==> config.mk <==
export PLATFORM = sky130hd
export DESIGN_NAME = emg_peak_toggle_detector_top
export DESIGN_NICKNAME = d
export VERILOG_FILES = /design/src/sv/emgptd_pkg.sv /design/src/sv/emgptd_regs.sv /design/src/sv/emgptd_engine.sv /design/src/sv/emg_peak_toggle_detector_top.sv
export SDC_FILE = /design/constraint.sdc
export NUM_CORES = 1
export LEC_CHECK = 0
export ABC_AREA = 1
export BUFFER_PORTS_ARGS = -buffer_cell sky130_fd_sc_hd__buf_2
export CAP_MARGIN = 0
export CORE_ASPECT_RATIO = 1.2
export CORE_MARGIN = 2
export CORE_UTILIZATION = 50
export CTS_CLUSTER_SIZE = 20
export DETAILED_ROUTE_END_ITERATION = 10
export PLACE_DENSITY = 0.77
export SLEW_MARGIN = 40
export SYNTH_ARGS = -nofsm -noshare
export SYNTH_HDL_FRONTEND = slang
export SYNTH_SLANG_ARGS = --single-unit
==> constraint.sdc <==
create_clock -name clk -period 2.1 [get_ports clk]
set_input_delay 0.42 -clock clk [delete_from_list [all_inputs] [get_ports clk]]
set_output_delay 0.42 -clock clk [all_outputs]
set_load 0.05 [all_outputs]
==> src/sv/emgptd_pkg.sv <==
// shared types, codes and defaults of the peak toggle detector
package emgptd_pkg;

	localparam int SAMPLE_W = 11;
	localparam int CMD_W    = 3;
	localparam int GRIP_W   = 2;
	localparam int COUNT_W  = 8;
	localparam int PADDR_W  = 4;
	localparam int PDATA_W  = 32;

	localparam int PEAK_WINDOW_DEFAULT = 25;
	localparam int HOLD_LENGTH_DEFAULT = 3;

	// hand command codes
	localparam logic [CMD_W-1:0] CMD_CLOSE     = 3'd0;
	localparam logic [CMD_W-1:0] CMD_OPEN      = 3'd1;
	localparam logic [CMD_W-1:0] CMD_ERROR     = 3'd2;
	localparam logic [CMD_W-1:0] CMD_ALTERNATE = 3'd3;
	localparam logic [CMD_W-1:0] CMD_NEUTRAL   = 3'd4;

	// grip position codes
	localparam logic [GRIP_W-1:0] GRIP_CLOSE     = 2'd0;
	localparam logic [GRIP_W-1:0] GRIP_OPEN      = 2'd1;
	localparam logic [GRIP_W-1:0] GRIP_ALTERNATE = 2'd3;

	// register indexes
	localparam logic [1:0] REG_MODE      = 2'd0;
	localparam logic [1:0] REG_THR_FIRST = 2'd1;
	localparam logic [1:0] REG_THR_SECOND = 2'd2;
	localparam logic [1:0] REG_ERR_LIMIT = 2'd3;

	localparam logic [SAMPLE_W-1:0] THR_FIRST_RESET  = 11'd100;
	localparam logic [SAMPLE_W-1:0] THR_SECOND_RESET = 11'd100;
	localparam logic [SAMPLE_W-1:0] ERR_LIMIT_RESET  = 11'd300;

	typedef struct packed {
		logic                two_channel_mode;
		logic [SAMPLE_W-1:0] threshold_first;
		logic [SAMPLE_W-1:0] threshold_second;
		logic [SAMPLE_W-1:0] error_limit;
	} cfg_t;

endpackage

==> src/sv/emgptd_regs.sv <==
// apb register file holding the detector configuration
module emgptd_regs import emgptd_pkg::*; (
	input  logic               clk,
	input  logic               arst_n,
	input  logic               psel,
	input  logic               penable,
	input  logic               pwrite,
	input  logic [PADDR_W-1:0] paddr,
	input  logic [PDATA_W-1:0] pwdata,
	output logic [PDATA_W-1:0] prdata,
	output logic               pready,
	output cfg_t               cfg
);

	cfg_t       cfg_q;
	logic       wr_en;
	logic [1:0] reg_idx;

	assign pready  = 1'b1;
	assign wr_en   = psel && penable && pwrite;
	assign reg_idx = paddr[3:2];
	assign cfg     = cfg_q;

	always_ff @(posedge clk or negedge arst_n) begin
		if (!arst_n) begin
			cfg_q.two_channel_mode <= 1'b0;
			cfg_q.threshold_first  <= THR_FIRST_RESET;
			cfg_q.threshold_second <= THR_SECOND_RESET;
			cfg_q.error_limit      <= ERR_LIMIT_RESET;
		end else if (wr_en) begin
			unique case (reg_idx)
				REG_MODE:       cfg_q.two_channel_mode <= pwdata[0];
				REG_THR_FIRST:  cfg_q.threshold_first  <= pwdata[SAMPLE_W-1:0];
				REG_THR_SECOND: cfg_q.threshold_second <= pwdata[SAMPLE_W-1:0];
				REG_ERR_LIMIT:  cfg_q.error_limit      <= pwdata[SAMPLE_W-1:0];
				default: ;
			endcase
		end
	end

	always_comb begin
		prdata = '0;
		unique case (reg_idx)
			REG_MODE:       prdata = {{(PDATA_W-1){1'b0}}, cfg_q.two_channel_mode};
			REG_THR_FIRST:  prdata = {{(PDATA_W-SAMPLE_W){1'b0}}, cfg_q.threshold_first};
			REG_THR_SECOND: prdata = {{(PDATA_W-SAMPLE_W){1'b0}}, cfg_q.threshold_second};
			REG_ERR_LIMIT:  prdata = {{(PDATA_W-SAMPLE_W){1'b0}}, cfg_q.error_limit};
			default:        prdata = '0;
		endcase
	end

endmodule

==> src/sv/emgptd_engine.sv <==
// peak search state and command decision for one sample pair
module emgptd_engine import emgptd_pkg::*; #(
	parameter int PEAK_WINDOW = PEAK_WINDOW_DEFAULT,
	parameter int HOLD_LENGTH = HOLD_LENGTH_DEFAULT
) (
	input  logic                clk,
	input  logic                arst_n,
	input  logic                step,
	input  logic [SAMPLE_W-1:0] first_sample,
	input  logic [SAMPLE_W-1:0] second_sample,
	input  cfg_t                cfg,
	output logic [CMD_W-1:0]    cmd
);

	localparam logic [COUNT_W-1:0] WINDOW_INIT = COUNT_W'(PEAK_WINDOW);
	localparam logic [COUNT_W-1:0] HOLD_MIN    = COUNT_W'(HOLD_LENGTH);
	localparam logic [COUNT_W-1:0] COUNT_MAX   = {COUNT_W{1'b1}};

	logic [GRIP_W-1:0]  grip_q, grip_d;
	logic [COUNT_W-1:0] hold_q, hold_d;
	logic               peak_q, peak_d;
	logic [COUNT_W-1:0] window_q, window_d;

	always_comb begin
		grip_d   = grip_q;
		hold_d   = hold_q;
		peak_d   = peak_q;
		window_d = window_q;
		cmd      = CMD_ERROR;
		if (first_sample <= cfg.error_limit) begin
			if (peak_q) begin
				// refractory countdown
				if (window_q <= COUNT_W'(1)) begin
					window_d = WINDOW_INIT;
					peak_d   = 1'b0;
				end else begin
					window_d = window_q - COUNT_W'(1);
				end
			end else begin
				if (first_sample >= cfg.threshold_first) begin
					hold_d = (hold_q == COUNT_MAX) ? hold_q : hold_q + COUNT_W'(1);
				end else begin
					hold_d = '0;
				end
				if (first_sample > cfg.threshold_first && hold_d >= HOLD_MIN) begin
					hold_d = '0;
					peak_d = 1'b1;
					grip_d = (grip_q == GRIP_OPEN) ? GRIP_CLOSE : GRIP_OPEN;
				end
			end
			cmd = {1'b0, grip_d};
			if (cfg.two_channel_mode) begin
				if (second_sample > cfg.error_limit) begin
					cmd = CMD_ERROR;
				end else if (!peak_d) begin
					if (grip_d == GRIP_ALTERNATE) begin
						cmd = CMD_NEUTRAL;
					end else if (second_sample > cfg.threshold_second) begin
						grip_d = GRIP_ALTERNATE;
						cmd    = CMD_ALTERNATE;
					end
				end
			end
		end
	end

	always_ff @(posedge clk or negedge arst_n) begin
		if (!arst_n) begin
			grip_q   <= GRIP_OPEN;
			hold_q   <= '0;
			peak_q   <= 1'b0;
			window_q <= WINDOW_INIT;
		end else if (step) begin
			grip_q   <= grip_d;
			hold_q   <= hold_d;
			peak_q   <= peak_d;
			window_q <= window_d;
		end
	end

endmodule

==> src/sv/emg_peak_toggle_detector_top.sv <==
// top level of the emg peak toggle detector
// a sample pair is registered on transfer, its command is registered in the result stage when stage 1 advances
// throughput: one sample pair per cycle while the output is not stalled, the grip state decision is combinational
// reset: arst_n clears the pipeline valids, grip opens, counters and registers take defaults
// in_stall rises only while a finished command waits in the output register
module emg_peak_toggle_detector_top import emgptd_pkg::*; #(
	parameter int PEAK_WINDOW = PEAK_WINDOW_DEFAULT,
	parameter int HOLD_LENGTH = HOLD_LENGTH_DEFAULT
) (
	input  logic                clk,
	input  logic                arst_n,
	// sample channel
	input  logic                in_valid,
	output logic                in_stall,
	input  logic [SAMPLE_W-1:0] first_sample,
	input  logic [SAMPLE_W-1:0] second_sample,
	// command channel
	output logic                out_valid,
	input  logic                out_stall,
	output logic [CMD_W-1:0]    hand_command,
	// configuration port
	input  logic                psel,
	input  logic                penable,
	input  logic                pwrite,
	input  logic [PADDR_W-1:0]  paddr,
	input  logic [PDATA_W-1:0]  pwdata,
	output logic [PDATA_W-1:0]  prdata,
	output logic                pready
);

	cfg_t                cfg;

	// input register stage
	logic                valid_s1;
	logic [SAMPLE_W-1:0] first_s1;
	logic [SAMPLE_W-1:0] second_s1;

	// result register stage
	logic                valid_s2;
	logic [CMD_W-1:0]    cmd_s2;

	logic                advance;
	logic                in_take;
	logic [CMD_W-1:0]    cmd_next;

	// stage 1 moves on when the result register is empty or being drained
	assign advance  = valid_s1 && (!valid_s2 || !out_stall);
	assign in_stall = valid_s1 && !advance;
	assign in_take  = in_valid && !in_stall;

	emgptd_regs u_regs (
		.clk     (clk),
		.arst_n  (arst_n),
		.psel    (psel),
		.penable (penable),
		.pwrite  (pwrite),
		.paddr   (paddr),
		.pwdata  (pwdata),
		.prdata  (prdata),
		.pready  (pready),
		.cfg     (cfg)
	);

	// grip state only moves when the registered pair is handed to stage 2
	emgptd_engine #(
		.PEAK_WINDOW (PEAK_WINDOW),
		.HOLD_LENGTH (HOLD_LENGTH)
	) u_engine (
		.clk           (clk),
		.arst_n        (arst_n),
		.step          (advance),
		.first_sample  (first_s1),
		.second_sample (second_s1),
		.cfg           (cfg),
		.cmd           (cmd_next)
	);

	always_ff @(posedge clk or negedge arst_n) begin
		if (!arst_n) begin
			valid_s1 <= 1'b0;
		end else if (in_take) begin
			valid_s1 <= 1'b1;
		end else if (advance) begin
			valid_s1 <= 1'b0;
		end
	end

	// sample payload, no reset needed
	always_ff @(posedge clk) begin
		if (in_take) begin
			first_s1  <= first_sample;
			second_s1 <= second_sample;
		end
	end

	always_ff @(posedge clk or negedge arst_n) begin
		if (!arst_n) begin
			valid_s2 <= 1'b0;
		end else if (advance) begin
			valid_s2 <= 1'b1;
		end else if (!out_stall) begin
			valid_s2 <= 1'b0;
		end
	end

	// command payload holds while stalled
	always_ff @(posedge clk) begin
		if (advance) begin
			cmd_s2 <= cmd_next;
		end
	end

	assign out_valid    = valid_s2;
	assign hand_command = cmd_s2;

endmodule

# --- Yosys cells after proc, flatten, opt, wreduce, memory -nomap -nowiden ---
# Cells that the tools add are included.
op_classes:
  n_addsub: 2
  magnitude_cmp: 7
  n_eq_ne: 7
  muxes: 29
  bitwise: 3
  reduce_logical: 21
ops:
  columns: ["op", "count"]
  rows:
  - ["32-bit one-hot mux with 4 select lines", 1]
  - ["8-bit two-way mux", 6]
  - ["11-bit > comparator", 3]
  - ["2-bit two-way mux", 12]
  - ["11-bit greater-or-equal comparator", 1]
  - ["11-bit <= comparator", 1]
  - ["2-bit AND reduction", 5]
  - ["1-bit two-way mux", 9]
  - ["8-bit by 1-bit adder with 8-bit output, second input constant", 1]
  - ["8-bit equality test, second input constant", 1]
  - ["8-bit by 2-bit greater-or-equal comparator with 1-bit output, second input constant", 1]
  - ["8-bit by 1-bit <= comparator with 1-bit output, second input constant", 1]
  - ["8-bit by 1-bit subtractor with 8-bit output, second input constant", 1]
  - ["2-bit equality test, second input constant", 3]
  - ["1-bit logical AND", 6]
  - ["3-bit AND reduction", 2]
  - ["2-bit by 1-bit equality test with 1-bit output, second input constant", 2]
  - ["1-bit logical NOT", 4]
  - ["4-bit OR reduction", 1]
  - ["3-bit two-way mux", 1]
  - ["1-bit inverter", 3]
  - ["2-bit logical NOT", 1]
  - ["2-bit by 1-bit != test with 1-bit output, second input constant", 1]
  - ["2-bit nonzero test", 1]
  - ["1-bit logical OR", 1]
totals:
  register_bits: 80
  input_bits: 65
  output_inout_bits: 38
  wordCells: 83

# --- Depth between registers and ports, before layout ---
depth:
  depth_word: 15
  mapped_depth: 20
  ltp_nobuf: 19

# --- Modules after synthesis ---
# A second synthesis with hierarchy kept.
unflattened:
  cells_unflattened: 616
  hier_area_um2: 5003.5
by_module_without_submodules:
  columns: ["module", "instances", "cells_per_inst", "area_per_inst_um2", "seq_area_each_um2"]
  rows:
  - ["emgptd_engine", 1, 345, 2413.6, 480.5]
  - ["emgptd_regs", 1, 234, 1744.2, 863.3]
  - ["emg_peak_toggle_detector_top", 1, 37, 845.8, 800.8]

# --- Worst setup path after synthesis ---
# OpenSTA, ideal clock, no wires.
synth_path:
  kind: "register to register"
  startpoint: "reg u_regs.cfg_q (netlist bit u_regs.cfg[28])"
  endpoint: "reg cmd_s2[1] (netlist: hand_command[1]) (data pin)"
  setup_time_ns: 0.252
  arrival_time_ns: 2.051
  slack_ns: -0.204
  path_stages_with_launch: 20
  cell_sequence: "dfstp_2 -> inv_1 -> ha_1 -> nand2_1 -> nor2_2 -> and2_4 -> nand2_4 -> nand4_4 -> buf_8 -> nand3_2 -> nand2_2 -> inv_2 -> nand2_4 -> nand3_4 -> nand2_1 -> nand2_1 -> nand3_1 -> nand2_1 -> nand2_1 -> nand2_1"
synth_between:
  elab_chain_len: 14
synth_lines:
  columns: ["element", "line_no", "rtl"]
  rows:
  - ["from (decl)", "emgptd_regs.sv:15", "cfg_t cfg_q;"]
  - ["11-bit greater-or-equal comparator", "emgptd_engine.sv:40", "if (first_sample >= cfg.threshold_first) begin"]
  - ["8-bit two-way mux", "emgptd_engine.sv:40", null]
  - ["8-bit two-way mux", "emgptd_engine.sv:31", "if (peak_q) begin"]
  - ["8-bit two-way mux", "emgptd_engine.sv:30", "if (first_sample <= cfg.error_limit) begin"]
  - ["8-bit by 2-bit greater-or-equal comparator with 1-bit output", "emgptd_engine.sv:45", "if (first_sample > cfg.threshold_first && hold_d >= HOLD_MIN) begin"]
  - ["1-bit logical AND (*)", "emgptd_engine.sv:45", null]
  - ["2-bit two-way mux", "emgptd_engine.sv:45", null]
  - ["2-bit two-way mux", "emgptd_engine.sv:31", null]
  - ["2-bit two-way mux", "emgptd_engine.sv:30", null]
  - ["2-bit equality test / 2-bit two-way mux (equally long branches)", "emgptd_engine.sv:56, emgptd_engine.sv:58", null]
  - ["3-bit two-way mux", "emgptd_engine.sv:56", "if (grip_d == GRIP_ALTERNATE) begin"]
  - ["2-bit two-way mux", "emgptd_engine.sv:55", "end else if (!peak_d) begin"]
  - ["2-bit two-way mux", "emgptd_engine.sv:53", "if (second_sample > cfg.error_limit) begin"]
  - ["2-bit two-way mux (*)", "emgptd_engine.sv:52", "if (cfg.two_channel_mode) begin"]
  - ["to (signal assigned)", "emg_peak_toggle_detector_top.sv:109", "cmd_s2 <= cmd_next;"]
  - ["to (decl)", "emg_peak_toggle_detector_top.sv:40", "logic [CMD_W-1:0] cmd_s2;"]
# Every way passes the cells marked *; elsewhere a longest branch is shown, timed or not. The select of a mux whose other input is x is not followed.
# A chain may end at the register's enable or synchronous reset.

# --- Worst setup path after layout ---
layout_path:
  startpoint: "reg u_regs.cfg_q (netlist bit u_regs.cfg[27])"
  endpoint: "reg cmd_s2[1] (netlist: hand_command[1]) (data pin)"
# Same word-level chain as after synthesis.

==> results.toml <==
[clocking]
holdBufCountCts = 0
numCtsBuffers = 9
cts_sinks = 80
htree_levels = 3
clkLatencyLatePin_ns = 0.34
cts-root-buf = "clkbuf_16"
cts.path.max_buffers = 2
clk_pin_slew_ns = 0.06
cts_tree = "yes"

[yosys]
synthFlopType = "dfrtp_1"
synth.most_common_cell = "nand2_1"
ys_seq_area_frac = 0.435
synth_area_per_cell_sq_um = 8.58
syn_area_sq_um = 4930
synthCells = 575
synth_enable_flop_cells = 25
synth.ff_latch_count = 80
synth_area_leaders = "dfrtp_1, edfxtp_1, ha_1"
synth_area_leader_cell = "dfrtp_1"
synth_common_cells = "nand2_1, inv_1, o21ai_0"
async_flop_share = 0.688
yosys_warnings = 0
synth_top_area_frac = 0.208
synth_cell_types = 44

[floorplanning]
die_width_um = 94.7
initial_core_util = 0.516
fp.coreArea_sq_um = 9560
io_pins = 103
dieArea_sq_um = 10700
dieHeight_um = 113
rows = 39

[place]
pre_cts_ws_ns = -0.340
io_buffers = 57
gp_congestion = 0.904
post-place-cells = 793
hpwl_um = 8600
placed_cell_area_sq_um = 5620

[layout]
finalNonFillerCells = 823
fin_nets = 807
diodes = 0
layout-drive-gt1-share = 0.336
area_growth_pct = 30.2
fillers = 706
stdcell_area_sq_um = 6420

[timing]
drv_slew = 0
fin_setup_tns_ns = -2.68
finalClockSkew_ns = 0.00844
hold_violations = 0
setup_violations = 19
layout_setup_ws_ns = -0.444
fmax_mhz = 393
worst_pin_slew_ns = 0.735
rsz0062_at_grt = "yes"
slew_headroom = 0.509
min_period_ns = 2.54
fin_crit_sh = 1.21

[drt]
drtPass1Iterations = 5
post_drt_via_cell_ratio = 5.44
routed_wl_um = 13400
drt-initial-drc-count = 272
avgRoutedWirePerCell_um = 16.3
drc = 0
ant_nets = 0
vias = 4480

[grt]
grt_pass1_vias = 4543
grt_pass1_wl_um = 20800
grt_max_degree = 23
grt.total_usage = 0.251
grt_overflow = 0
antenna_found_initial = 0

[pwr]
power_density_nw_per_um2 = 1120
leakagePower_uw = 0.00310
vdd_drop_max_mv = 0.713

[critical_path]
worst_setup_path_start_kind = "flip-flop"
crit_start = "u_regs.cfg[27]$_DFFE_PN1P_"
cp.required_ns = 2.20
worstPathMaxFanout = 7
reg2reg_from = "u_regs.cfg[27]$_DFFE_PN1P_"
end_kind = "flip-flop"
crit_type = "flip-flop to flip-flop"
worst_ep_arrival_time_ns = 2.64

[job]
cap_viol_max_count = 0

[outcome]
outcome = "finished, violations left"
violations = "setup timing"

[min_path]
hold_class = "input pin to async pin"
-- worst paths after layout --
path / to / slack [ns] / cells after the start
min reg2reg: out_valid$_DFFE_PN0P_ / 0.49 / 2
max: hand_command[1]$_SDFFCE_PP1P_ / -0.44 / 18
min in group clk: second_s1[8]$_DFFE_PP_ / 0.25 / 1
min: u_engine.hold_q[4]$_DFFE_PN0P_ / 0.05 / 1
max reg2reg: hand_command[1]$_SDFFCE_PP1P_ / -0.44 / 18
max in group asynchronous: u_regs.cfg[17]$_DFFE_PN1P_ / 1.31 / 2
-- layout by cell type (no fill, tap or decap), types with 3 or more instances in the layout --
cell type,n
nor2_1,19
a21oi_2,4
dfrtp_1,41
nand2_2,14
o22ai_2,7
o221ai_1,10
o21ai_0,46
nand2_4,8
clkbuf_16,12
nand2_1,117
dfstp_2,14
buf_2,57
ha_1,36
edfxtp_1,25
o21ai_1,7
nand4_1,9
buf_6,6
nor3_1,3
nor2_4,5
conb_1,22
a21oi_1,20
nand3_2,5
ha_4,11
nand3_1,15
buf_4,59
o21ai_2,7
inv_1,79
inv_2,9
nor2_2,6
-- routing by layer --
layer / part of all wire / vias to the layer above / GRT usage
met2: 0.55 / 160 / 0.459
li1: - / 2117 / -
met1: 0.37 / 2147 / 0.279
met5: 0 / - / 0
met3: 0.039 / 56 / 0.0419
met4: 0.049 / 0 / 0.120
-- final cells by class --
type | count | area [sq um] | area share
Multi-Input combinational cell | 394 | 2670 | 0.416
Tap cell | 123 | 154 | 0.0240
Timing Repair Buffer | 122 | 796 | 0.124
Clock buffer | 14 | 308 | 0.0479
Sequential cell | 80 | 2140 | 0.334
Clock inverter | 2 | 13.8 | 0.00214
Inverter | 88 | 330 | 0.0515
-- state kept, by name, indices dropped and copies added (netlist names) --
name and flops:
first_s1 11, hand_command 3, out_valid 1, second_s1 11, u_engine.grip_q 2, u_engine.hold_q 8, u_engine.peak_q 1, u_engine.window_q 8
u_regs.cfg 34, valid_s1 1
-- stage by stage --
stage                     power, uW  hold slack [ns]   util
after floorplan                4090            0.124      -
after global placement         4690            0.416  0.588
after detailed placement       4810            0.414  0.588
after CTS                      6780           0.0634  0.656
after global routing           7620           0.0830  0.671
final                          7220           0.0475  0.671
-- cells by family after synthesis --
group	synth area share
buf+inv	0.111
flops	0.435
other cells	0.00152
compound gates	0.131
xor+xnor	0.00355
simple gates	0.199
fa+ha+maj	0.119
-- timing repair --
action	in CTS	in global routing
gates resized for setup	53	25
pin swaps	20	17
setup buffers	11	6
setup endpoints to repair	21	22
-- where the power goes --
group | total [uW] | leakage [uW] | switching [uW] | internal (uW)
clock | 1660 | 0.000159 | 638 | 1020
sequential | 2310 | 0.000906 | 298 | 2010
combinational | 3250 | 0.00204 | 2000 | 1250
-- critical path: stages, from the launching register on --
cell	delay (ns)
dfstp_2	0.54
inv_2	0.05
ha_4	0.27
nand2_4	0.06
nor2_4	0.13
and2_4	0.18
nand2_4	0.06
nand4_4	0.12
nand3_2	0.09
nand2_2	0.08
inv_2	0.05
nand2_4	0.06
nand3_4	0.15
nand2_2	0.15
inv_2	0.06
nand3_2	0.06
nand2_1	0.06
nand2_1	0.08
nand2_1	0.06
Power figures use the tool's default switching activity.
